`config.mk`:
```
export PLATFORM = sky130hd
export DESIGN_NAME = bgql_div
export DESIGN_NICKNAME = d
export VERILOG_FILES = /design/src/bgql_pkg.sv /design/src/bgql_div.sv
export SDC_FILE = /design/constraint.sdc
export NUM_CORES = 1
export LEC_CHECK = 0
export BUFFER_PORTS_ARGS = -buffer_cell sky130_fd_sc_hd__buf_2
export CORE_MARGIN = 2
export CORE_UTILIZATION = 55
export CTS_CLUSTER_DIAMETER = 50
export CTS_CLUSTER_SIZE = 10
export DETAILED_ROUTE_END_ITERATION = 6
export GPL_TIMING_DRIVEN = 0
export PLACE_DENSITY = 0.88
export SETUP_SLACK_MARGIN = 0.1
export SYNTH_ARGS = -nofsm -noshare
export SYNTH_HDL_FRONTEND = slang
export SYNTH_SLANG_ARGS = --single-unit
export TNS_END_PERCENT = 50
```
`constraint.sdc`:
```
create_clock -name clk_i -period 4 [get_ports clk_i]
set_input_delay 0.6 -clock clk_i [delete_from_list [all_inputs] [get_ports clk_i]]
set_output_delay 0.6 -clock clk_i [all_outputs]
set_load 0.005 [all_outputs]
```
`src/bgql_pkg.sv`:
```
// package: types, constants and helpers of the glyph quad layout block
`timescale 1ns / 1ps
package bgql_pkg;

  localparam int unsigned MaxGlyphs = 1024;

  localparam logic [15:0] ScaleRst     = 16'd2458;
  localparam logic [15:0] TexDimRst    = 16'd256;
  localparam logic [7:0]  CharFallback = 8'h3F;
  localparam logic [7:0]  CharNewline  = 8'h0A;
  localparam logic [7:0]  CharNull     = 8'h00;
  localparam logic [16:0] TexOne       = 17'h10000;
  localparam logic [2:0]  LastMulStep  = 3'd4;
  localparam logic [1:0]  LastDivStep  = 2'd3;

  typedef enum logic [1:0] {
    MODE_LOAD  = 2'd0,
    MODE_CHAR  = 2'd1,
    MODE_START = 2'd2,
    MODE_CLEAR = 2'd3
  } mode_e;

  typedef enum logic [2:0] {
    REG_SCALE    = 3'd0,
    REG_LINE_H   = 3'd1,
    REG_TEX_W    = 3'd2,
    REG_TEX_H    = 3'd3,
    REG_ORIGIN_X = 3'd4,
    REG_ORIGIN_Y = 3'd5,
    REG_COUNT    = 3'd6
  } reg_e;

  typedef enum logic [3:0] {
    ST_IDLE,
    ST_NL_MUL,
    ST_NL_ADD,
    ST_SRCH,
    ST_CMP,
    ST_MUL,
    ST_ACC,
    ST_DIV_GO,
    ST_DIV,
    ST_EMIT
  } state_e;

  typedef struct packed {
    mode_e              mode;
    logic [9:0]         entry_index;
    logic [15:0]        glyph_id;
    logic [15:0]        atlas_x;
    logic [15:0]        atlas_y;
    logic [15:0]        glyph_width;
    logic [15:0]        glyph_height;
    logic signed [15:0] offset_x;
    logic signed [15:0] offset_y;
    logic signed [15:0] advance_x;
    logic [7:0]         char_code;
  } in_t;

  typedef struct packed {
    logic               status;
    logic signed [23:0] screen_left;
    logic signed [23:0] screen_top;
    logic signed [23:0] screen_right;
    logic signed [23:0] screen_bottom;
    logic [16:0]        tex_left;
    logic [16:0]        tex_top;
    logic [16:0]        tex_right;
    logic [16:0]        tex_bottom;
  } out_t;

  function automatic logic signed [23:0] sat24(input logic signed [27:0] v);
    logic signed [23:0] r;
    if (v > 28'sd8388607) begin
      r = 24'sh7FFFFF;
    end else if (v < -28'sd8388608) begin
      r = 24'sh800000;
    end else begin
      r = v[23:0];
    end
    return r;
  endfunction

endpackage

```
`src/bgql_div.sv`:
```
// radix-2 texture coordinate divider, one quotient bit per cycle
`timescale 1ns / 1ps
module bgql_div (
  input  logic        clk_i,
  input  logic        rst_ni,
  input  logic        start_i,
  input  logic [16:0] pix_i,
  input  logic [15:0] div_i,
  output logic        done_o,
  output logic [16:0] quo_o
);
  import bgql_pkg::*;

  logic        busy_q;
  logic        done_q;
  logic [4:0]  cnt_q;
  logic [15:0] rem_q;
  logic [16:0] quo_q;
  logic [16:0] rem2;
  logic        ge;

  assign rem2 = {rem_q, 1'b0};
  assign ge   = rem2 >= {1'b0, div_i};

  always_ff @(posedge clk_i or negedge rst_ni) begin
    if (!rst_ni) begin
      busy_q <= 1'b0;
      done_q <= 1'b0;
      cnt_q  <= '0;
    end else begin
      if (start_i) begin
        // pix >= div means the quotient reaches one, which saturates
        if (div_i == 16'd0 || pix_i >= {1'b0, div_i}) begin
          done_q <= 1'b1;
        end else begin
          done_q <= 1'b0;
          busy_q <= 1'b1;
          cnt_q  <= 5'd16;
        end
      end else if (busy_q) begin
        cnt_q  <= cnt_q - 5'd1;
        done_q <= cnt_q == 5'd1;
        if (cnt_q == 5'd1) begin
          busy_q <= 1'b0;
        end
      end else begin
        done_q <= 1'b0;
      end
    end
  end

  always_ff @(posedge clk_i) begin
    if (start_i) begin
      rem_q <= pix_i[15:0];
      quo_q <= (div_i == 16'd0 || pix_i >= {1'b0, div_i}) ? TexOne : 17'd0;
    end else if (busy_q) begin
      rem_q <= ge ? 16'(rem2 - {1'b0, div_i}) : rem2[15:0];
      quo_q <= {quo_q[15:0], ge};
    end
  end

  assign done_o = done_q;
  assign quo_o  = quo_q;

endmodule

```
==> summary.md, run 1 <==
| Metric | Value |
|---|---|
| Outcome | `complete, no violations` |
| Post-CTS resize count | `0` |
| Internal | `1380 µW` |
| Setup-failing EPs final | `0` |
| FFs w/ async S/R, synth | `0.175` |
| Fillers | `420` |
| Clock share of power | `0.115` |
| Post-Syn Area | `0.00299 mm²` |
| Post-route insts no fill | `435` |
| TNS Setup | `0 ns` |
| Drt wl/cell | `17.1 µm` |
| Port Buffer Count | `53` |
| Worst-path maximum fanout | `7` |
| Rows | `26` |
| Vias | `2575` |
| # diodes | `0` |
| Area post-placement | `0.00334 mm²` |
| Tightest Pin Transition | `0.918 ns` |
| Critical R2R Launch | `rem_q[4]$_DFFE_PP_` |
| Fin util | `0.662` |
| RSZ-0062 raised after global routing | `false` |
| R2R cell count | `8` |
| Cells after Synth | `304` |
| Post-route minimum period | `3.03 ns` |
| Die W | `77.7 µm` |
| Worst vdd ir | `455 µV` |
| Initial antenna violation count | `0` |
| H-tree depth | `2` |
| CP bufs+invs | `2` |
| Top delay family on crit path | `compound AO/OA/AOI/OAI gates` |
| GP Congestion | `0.938` |
| Fin. Hold Viols | `0` |
| Critical Path Start Type | `primary input` |
| Setup Skew | `0.00579 ns` |
| Slack of the worst reg-to-reg path | `1.04 ns` |
| Synth-to-Final Area Change | `14.6%` |
| Nets | `435` |
| Synth cell types | `49` |
| Crit path kind | `in2reg` |
| I/O pins | `54` |
| Detailed Route Iter0 Violations | `200` |
| Count of final max-slew check failures | `0` |
| Largest net degree at the start of global routing | `35` |
| EDFF count, synth | `33` |
| Yosys top cell by area | `edfxtp_1` |
| Seq pwr share | `0.335` |
| Detail Route Antenna Nets | `0` |
| Root buf cell | `clkbuf_8` |
| Yosys top cell area share | `0.332` |
| Fmax achieved | `330 MHz` |
| Crit-path cells | `buf_2 -> inv_1 -> ha_1 -> nand2_1 -> a211oi_1 -> a211oi_1 -> o21ai_0 -> xnor2_1 -> nor3_1 -> a221o_1` |
| Seq/Total Area, Yosys | `0.390` |
| Reported net switching power | `977 µW` |
| Pwr/cell area | `689 mW/mm²` |
| Worst setup path end | `rem_q[8]$_DFFE_PP_` |
| Lkg Pwr | `0.00163 µW` |
| Tot GR Track Use | `0.254` |
| Max transition margin | `0.384` |
| Worst Hold Class | `in2async` |
| CP Capture Type | `register` |
| Crit path largest cell delay | `0.77 ns` |
| CORE AREA | `0.00517 mm²` |
| Number of global-route vias before repair | `2541` |
| Drt pass-1 iters | `4` |
| Register area | `0.00117 mm²` |
| Area of the multi-input gates | `0.00168 mm²` |
| Worst Path Arrival | `3.08 ns` |
| Max Cap Violations | `0` |
| #FFs+latches synth | `40` |
| Post-CTS setup buffers | `0` |
| CTS Buf Count | `5` |
| Yosys warns | `0` |
| Synth top area cells | `edfxtp_1, ha_1, dfrtp_1` |
| Worst path depth | `10` |
| Final period utilization | `0.757` |
| CTS tree | `built` |
| Die Ht | `77.7 µm` |
| Primary FF master, synth | `edfxtp_1` |
| Syn_nets | `375` |
| Placed cell count | `427` |
| Clock sinks | `40` |
| CP startpoint | `div_i[5]` |
| Most frequent cells after synthesis | `ha_1, edfxtp_1, inv_1, nand2_1, nor2b_1` |
| Critical Path RT | `4.06 ns` |
| Initial Util | `0.578` |
| RR Endpoint | `rem_q[8]$_DFFE_PP_` |
| Reg clk slew, reported paths | `0.08 ns` |
| Global route overflow | `0` |
| Crit-path slowest cell | `a211oi_1` |
| Clock latency on the worst-skew pair | `0.30 ns` |
| First-pass GRT wire length | `11900 µm` |
| Syn Area/Cell | `9.83 µm²` |
| Die area | `0.00604 mm²` |
| Most common cell in the netlist | `ha_1` |
| DPL Wire Length | `5690 µm` |
| Via density | `5.92` |
| CP dominant cell by count | `a211oi_1` |
| Layout cells sized above 1 | `0.192` |
| Design area | `0.00343 mm²` |
| Combinational Power Share | `0.550` |
| Post-route DRC | `0` |
| CTS max path bufs | `2` |
| Switch share | `0.414` |
| Hold buffers post-CTS | `0` |
| Final wirelength | `7450 µm` |
## placed cells by master (no fill, tap or decap), types with 7 or more instances in the layout
cell type	count
edfxtp_1	33
ha_1	34
xnor2_1	10
dfrtp_1	7
mux2i_1	8
nor2_1	17
clkbuf_1	7
inv_1	25
a21oi_1	14
a21o_1	9
nand2_1	25
nor2b_1	21
o21ai_0	18
buf_2	53
## cells by family (layout without fill, tap and decap cells)
| family | after synthesis | after routing | share of synthesized area |
|---|---|---|---|
| buf+inv | 33 | 94 | 0.0465 |
| xor+xnor | 16 | 16 | 0.0469 |
| mux | 9 | 9 | 0.0306 |
| fa+ha+maj | 35 | 35 | 0.149 |
| simple gates | 100 | 100 | 0.178 |
| flops | 40 | 40 | 0.390 |
| compound gates | 71 | 71 | 0.159 |
## routing by layer
layer,vias up,track usage,routed length (µm)
met5,-,0,0
met4,0,0.0857,182
met3,19,0.0512,579
met2,114,0.423,3540
met1,1204,0.329,3150
li1,1238,-,-
## state kept, by name (all words and copies together) (netlist names)
| register | count |
|---|---|
| busy_q | 1 |
| cnt_q | 5 |
| done_o | 1 |
| quo_o | 17 |
| rem_q | 16 |
## stage by stage
stage,worst slack (ns),hold WS (ns),power [µW]
2_1_floorplan,1.27,0.304,1720
3_3_place_gp,0.715,0.435,2010
3_5_place_dp,0.720,0.440,2070
4_1_cts,1.02,0.122,2340
5_1_grt,0.817,0.131,2510
6_report,0.973,0.117,2360
## worst reg2reg max path, stage by stage, from the launching register on
cell,delay (ns)
edfxtp_1,0.41
ha_1,0.40
nand2_1,0.18
a211oi_1,0.06
a211oi_1,0.77
o21ai_0,0.25
xnor2_1,0.30
nor3_1,0.08
a221o_1,0.28
## area by class of cell
class	count	share of cell area
buffer	8	0.0131
clock buffer	6	0.0212
clock inverter	2	0.00329
inverter	25	0.0274
multi-input combinational	231	0.492
sequential	40	0.340
tap	70	0.0256
timing repair buffer	53	0.0774
## worst min path at each step
stage / start / end / slack (ns)
CTS: rst_ni / cnt_q[1]$_DFFE_PN0P_ / 0.12
detailed placement: rst_ni / done_o$_DFF_PN0_ / 0.44
global placement: rst_ni / done_o$_DFF_PN0_ / 0.44
floorplan: rst_ni / busy_q$_DFFE_PN0P_ / 0.30
global route: rst_ni / cnt_q[1]$_DFFE_PN0P_ / 0.13
finish: rst_ni / done_o$_DFF_PN0_ / 0.12
## power by group through the flow
stage               sequential [µW]  clock [µW]  combinational, µW
floorplan                       770           0                947
global placement                785           0               1220
detailed placement              795           0               1270
CTS                             789         276               1280
global route                    812         284               1420
finish                          790         272               1300
Power figures use the tool's default switching activity.
==> run 2: changes to the inputs <==
--- a/config.mk
+++ b/config.mk
@@ -7,12 +7,12 @@
 export LEC_CHECK = 0
 export BUFFER_PORTS_ARGS = -buffer_cell sky130_fd_sc_hd__buf_2
 export CORE_MARGIN = 2
-export CORE_UTILIZATION = 55
+export CORE_UTILIZATION = 51
 export CTS_CLUSTER_DIAMETER = 50
 export CTS_CLUSTER_SIZE = 10
 export DETAILED_ROUTE_END_ITERATION = 6
 export GPL_TIMING_DRIVEN = 0
-export PLACE_DENSITY = 0.88
+export PLACE_DENSITY = 0.86
 export SETUP_SLACK_MARGIN = 0.1
 export SYNTH_ARGS = -nofsm -noshare
 export SYNTH_HDL_FRONTEND = slang
==> constraint.sdc (replaced) <==
create_clock -name clk_i -period 2.6 [get_ports clk_i]
set_input_delay 0.39 -clock clk_i [delete_from_list [all_inputs] [get_ports clk_i]]
set_output_delay 0.39 -clock clk_i [all_outputs]
set_load 0.005 [all_outputs]
==> run 2 against run 1 <==
Against the previous run: die area up 7.4%; core utilization grew 0.73 points; combinational power is 92% higher; wire length up 9.7%; count of clock-buffer cells in the layout fell by 1; via count up 7.6%; critical endpoint is now rem_q[15]$_DFFE_PP_; highest routed layer unchanged.
==> summary.md, run 2 (synthesis results as in run 1) <==
| Metric | Value |
|---|---|
| Die Ht | `80.6 µm` |
| RSZ-0062 raised after global routing | `true` |
| Commonest cells after routing, fill and taps aside | `buf_2, edfxtp_1, ha_1, inv_1, nand2_1` |
| CTS Buf Count | `5` |
| First-pass GRT wire length | `12900 µm` |
| Via density | `6.11` |
| Fmax achieved | `396 MHz` |
| Initial antenna violation count | `0` |
| Detailed Route Iter0 Violations | `314` |
| Outcome | `complete, no violations` |
| Vias | `2770` |
| Commonest non-fill, non-tap cell in the layout | `buf_2` |
| Crit path kind | `reg2reg` |
| Critical Path RT | `2.65 ns` |
| Final wirelength | `8180 µm` |
| Largest net degree at the start of global routing | `35` |
| Final period utilization | `0.971` |
| GP Congestion | `0.970` |
| Setup Skew | `0.00558 ns` |
| CTS tree | `built` |
| CP Capture Type | `register` |
| Clock latency on the worst-skew pair | `0.29 ns` |
| Worst-path maximum fanout | `8` |
| Worst Hold Slack | `0.406 ns` |
| Detail Route Antenna Nets | `0` |
| Fin. Hold Viols | `0` |
| Global route overflow | `0` |
| Nets | `451` |
| Root buf cell | `clkbuf_8` |
| Count of final max-slew check failures | `0` |
| Worst vdd ir | `522 µV` |
| Clock sinks | `40` |
| Reg clk slew, reported paths | `0.09 ns` |
| Critical Path Start Type | `register` |
| Post-route DRC | `0` |
| H-tree depth | `2` |
| Setup-failing EPs final | `0` |
| DPL Wire Length | `5620 µm` |
| CTS max path bufs | `2` |
| Die area | `0.00649 mm²` |
| I/O pins | `54` |
| Synth-to-Final Area Change | `24.9%` |
| Worst Hold Class | `in2reg` |
| Post-route minimum period | `2.52 ns` |
| Max transition margin | `0.432` |
| Die W | `80.6 µm` |
| Layout cells sized above 1 | `0.276` |
| CORE AREA | `0.00557 mm²` |
| Design area | `0.00373 mm²` |
| Port Buffer Count | `53` |
| Max Cap Violations | `0` |
| Rows | `27` |
| Drt wl/cell | `18.1 µm` |
| Number of global-route vias before repair | `2757` |
| Lkg Pwr | `0.00173 µW` |
| # diodes | `0` |
| Pwr/cell area | `1120 mW/mm²` |
| Drt pass-1 iters | `5` |
| Tot GR Track Use | `0.261` |
| Tightest Pin Transition | `0.852 ns` |
| Initial Util | `0.536` |
| Max reg flops | `17` |
| Area post-placement | `0.00337 mm²` |
| Worst Path Arrival | `2.57 ns` |
| Fillers | `411` |
-- run 2: through the flow --
stage / cells / power (µW) / setup slack [ns] / util / setup TNS (ns)
after global placement: 429 / 3120 / -0.270 / 0.604 / -2.79
final: 453 / 4170 / 0.0764 / 0.670 / 0
after global routing: 453 / 4410 / 0.00680 / 0.670 / 0
after floorplan: 304 / 2670 / 0.100 / - / 0
after detailed placement: 429 / 3180 / -0.328 / 0.604 / -3.60
after CTS: 448 / 3840 / 0.0928 / 0.648 / 0
-- run 2: area by class of cell --
type                            count  area (µm²)  share of cell area
Multi-Input combinational cell    231        1850               0.495
Sequential cell                    40        1170               0.312
Timing Repair Buffer               69         392               0.105
Inverter                           25        93.8              0.0251
Tap cell                           72        90.1              0.0241
Clock buffer                        5        68.8              0.0184
Buffer                              8        53.8              0.0144
Clock inverter                      3        18.8             0.00503
-- run 2: power by group --
group	leakage [µW]	switching, µW	internal [µW]
Sequential	0.000453	186	1050
Clock	0.0000378	236	186
Combinational	0.00124	1300	1200
Total	0.00173	1720	2440
-- run 2: what timing repair did --
action	CTS	global route
hold buffers	1	0
pin swaps	9	10
resized for setup	12	22
endpoints found under the hold margin	7	0
setup endpoints to repair	16	15
buffers inserted	10	5
-- run 2: critical path, stage by stage, from the launching register on --
cell and delay, ns:
edfxtp_1 0.45, ha_4 0.32, buf_4 0.14, nand3_1 0.11
nor3_2 0.19, and3_1 0.18, a32oi_1 0.05, a31o_1 0.25
buf_6 0.15, and3b_1 0.17, a221o_1 0.26
-- run 2: path summary, 6_finish.rpt --
| check | from | depth (start not counted) | slack, ns | endpoint |
|---|---|---|---|---|
| max | rem_q[8]$_DFFE_PP_ | 10 | 0.08 | rem_q[15]$_DFFE_PP_ |
| min | pix_i[7] | 3 | 0.41 | rem_q[7]$_DFFE_PP_ |
| max reg2reg | rem_q[8]$_DFFE_PP_ | 10 | 0.08 | rem_q[15]$_DFFE_PP_ |
| min reg2reg | busy_q$_DFFE_PN0P_ | 1 | 0.52 | busy_q$_DFFE_PN0P_ |
| max in group asynchronous | rst_ni | 2 | 1.98 | cnt_q[0]$_DFFE_PN0P_ |
| min in group asynchronous | rst_ni | 2 | 0.46 | cnt_q[1]$_DFFE_PN0P_ |
-- run 2: metal layers --
| layer | wire length, µm | track usage |
|---|---|---|
| met5 | 0 | 0 |
| met4 | 306 | 0.107 |
| met3 | 633 | 0.0472 |
| met2 | 3840 | 0.430 |
| met1 | 3400 | 0.339 |
==> run 3: changes to the inputs <==
--- a/config.mk
+++ b/config.mk
@@ -5,9 +5,10 @@
 export SDC_FILE = /design/constraint.sdc
 export NUM_CORES = 1
 export LEC_CHECK = 0
+export ABC_AREA = 1
 export BUFFER_PORTS_ARGS = -buffer_cell sky130_fd_sc_hd__buf_2
 export CORE_MARGIN = 2
-export CORE_UTILIZATION = 51
+export CORE_UTILIZATION = 52
 export CTS_CLUSTER_DIAMETER = 50
 export CTS_CLUSTER_SIZE = 10
 export DETAILED_ROUTE_END_ITERATION = 6
==> run 3 against run 2 <==
Against the previous run: first-iteration DRC count shrank 23%; area after synthesis rose by 13%; maximum frequency increased by 9.1%; power fell by 21%; largest power group unchanged; sequential share of layout area decreased by 0.86 points; highest routed layer unchanged; largest cell class unchanged; worst hold slack lost 0.024 ns.
==> summary.md, run 3 <==
| Metric | Value |
|---|---|
| Outcome | `complete, no violations` |
| Yosys warns | `0` |
| Global route overflow | `0` |
| Clock latency on the worst-skew pair | `0.29 ns` |
| Met1 Use GR | `0.290` |
| Nets | `600` |
| Fin util | `0.608` |
| Layout cells sized above 1 | `0.140` |
| Synth-to-Final Area Change | `14.0%` |
| Syn Area/Cell | `7.18 µm²` |
| Clock sinks | `40` |
| Tot Pwr | `3270 µW` |
| Worst Path Arrival | `2.36 ns` |
| Post-CTS resize count | `0` |
| TNS Setup | `0 ns` |
| Die W | `84.5 µm` |
| Worst setup margin | `0.286 ns` |
| Port Buffer Count | `52` |
| CORE AREA | `0.00631 mm²` |
| Via density | `5.31` |
| Setup-failing EPs final | `0` |
| CP Capture Type | `register` |
| Top delay family on crit path | `simple AND/OR/NAND/NOR gates` |
| Crit path largest cell delay | `0.40 ns` |
| EDFF count, synth | `33` |
| CTS Buf Count | `5` |
| Post-route DRC | `0` |
| Rows | `29` |
| Primary FF master, synth | `edfxtp_1` |
| Post-CTS setup buffers | `0` |
| Reg clk slew, reported paths | `0.08 ns` |
| CP bufs+invs | `1` |
| Initial antenna violation count | `0` |
| RSZ-0062 raised after global routing | `false` |
| Yosys top cell by area | `edfxtp_1` |
| Drt pass-1 iters | `5` |
| Fin. Hold Viols | `0` |
| Post-Syn Area | `0.00337 mm²` |
| Die Ht | `84.5 µm` |
| # diodes | `0` |
| Die area | `0.00713 mm²` |
| Crit-path cells | `ha_1 -> a21oi_1 -> o31ai_1 -> nor2_2 -> buf_2 -> nand3b_1 -> nand3_1 -> nand2_1` |
| Yosys top cell area share | `0.294` |
| Max Cap Violations | `0` |
| Initial Util | `0.533` |
| Drt wl/cell | `13.6 µm` |
| Post-route minimum period | `2.31 ns` |
| Critical Path RT | `2.65 ns` |
| Most frequent cells after synthesis | `nand2_1, inv_1, nor2_1` |
| Commonest non-fill, non-tap cell in the layout | `nand2_1` |
| Max reg flops | `17` |
| Root buf cell | `clkbuf_8` |
| Worst vdd ir | `583 µV` |
| Fillers | `558` |
| H-tree depth | `2` |
| Final wirelength | `8290 µm` |
| Syn_nets | `540` |
| Max transition margin | `0.437` |
| Final period utilization | `0.890` |
| Crit path kind | `reg2reg` |
| Count of final max-slew check failures | `0` |
| Critical Path Start Type | `register` |
| First-pass GRT wire length | `14000 µm` |
| Tightest Pin Transition | `0.841 ns` |
| Setup Skew | `0.00731 ns` |
| Crit-path slowest cell | `edfxtp_1` |
| Worst-path maximum fanout | `10` |
| Detail Route Antenna Nets | `0` |
| Tot GR Track Use | `0.240` |
| Number of global-route vias before repair | `3184` |
| Worst Hold Class | `in2reg` |
| CTS max path bufs | `2` |
| Vias | `3223` |
| Synth cell types | `30` |
| Pwr/cell area | `852 mW/mm²` |
| GR Layer Usage met3 | `0.0423` |
| I/O pins | `54` |
| DP Worst Slack | `0.153 ns` |
| DPL Wire Length | `6620 µm` |
| Synth top area cells | `edfxtp_1, nand2_1, ha_1` |
| Fmax achieved | `432 MHz` |
| Lkg Pwr | `0.00212 µW` |
| Commonest cells after routing, fill and taps aside | `nand2_1, inv_1, buf_2, nor2_1` |
| #FFs+latches synth | `40` |
| Seq/Total Area, Yosys | `0.346` |
| Detailed Route Iter0 Violations | `243` |
| CTS tree | `built` |
| FFs w/ async S/R, synth | `0.175` |
| Cells after Synth | `469` |
| GP Congestion | `0.977` |
| Largest net degree at the start of global routing | `38` |
| Most common cell in the netlist | `nand2_1` |
| Most used routing layer | `met2` |
| M2 GR Usage | `0.428` |
## run 3: cell types whose count changed after synthesis, moves of 8 or more
| cell | previous run | this run |
|---|---|---|
| nand2_1 | 25 | 161 |
| inv_1 | 25 | 73 |
| nand3_1 | 4 | 34 |
| nor2_1 | 17 | 47 |
| nor2b_1 | 21 | 0 |
| nand3b_1 | 0 | 19 |
| o21ai_0 | 18 | 4 |
| a21o_1 | 9 | 1 |
| mux2i_1 | 8 | 0 |
## run 3: cell type report
cell class	count	area, µm²	area share
sequential	40	1170	0.304
clock inverter	1	5.00	0.00130
timing repair buffer	53	270	0.0704
inverter	73	274	0.0714
clock buffer	7	97.6	0.0254
buffer	9	48.8	0.0127
tap	77	96.3	0.0251
multi-input combinational	347	1880	0.490
## run 3: tightest hold or removal path, cell delays in order
cell and delay (ns):
buf_2 0.09, nand2_1 0.05, nand2_1 0.05
## run 3: metrics by stage
stage | instances | hold slack [ns] | instance area [µm²]
3_5_place_dp | 598 | 0.234 | 3720
3_3_place_gp | 598 | 0.231 | 3720
6_report | 607 | 0.382 | 3840
5_1_grt | 607 | 0.396 | 3840
2_1_floorplan | 469 | 0.0944 | 3370
4_1_cts | 607 | 0.382 | 3840
## run 3: worst paths after layout
path | start | end | slack (ns) | cells after the start
setup / recovery | rem_q[13]$_DFFE_PP_ | rem_q[13]$_DFFE_PP_ | 0.29 | 8
hold / removal | pix_i[4] | rem_q[4]$_DFFE_PP_ | 0.38 | 3
setup reg to reg | rem_q[13]$_DFFE_PP_ | rem_q[13]$_DFFE_PP_ | 0.29 | 8
hold reg to reg | cnt_q[1]$_DFFE_PN0P_ | cnt_q[1]$_DFFE_PN0P_ | 0.52 | 2
max in group asynchronous | rst_ni | cnt_q[4]$_DFFE_PN0P_ | 1.99 | 2
min in group asynchronous | rst_ni | cnt_q[1]$_DFFE_PN0P_ | 0.46 | 2
## run 3: kinds of logic (layout without fill, tap and decap cells)
family | Yosys count | count (layout) | share of synthesized area
buf+inv | 82 | 143 | 0.0959
xor+xnor | 9 | 9 | 0.0234
fa+ha+maj | 35 | 35 | 0.132
compound gates | 21 | 21 | 0.0364
flops | 40 | 40 | 0.346
simple gates | 282 | 282 | 0.365
## run 3: repair_timing
item | CTS | global route
hold endpoints to repair | 7 | 0
endpoints found under the setup margin | 0 | 0
hold buffers | 1 | 0
## run 3: report_power, final
part	internal [µW]	switching, µW	leakage, µW
logic	672	1060	0.00162
registers	947	123	0.000444
clock network	246	223	0.0000534
## run 3: per-layer routing
metal,vias up,wire length [µm]
met5,-,0
met4,0,299
met3,29,413
met2,107,4090
met1,1475,3480
li1,1612,-
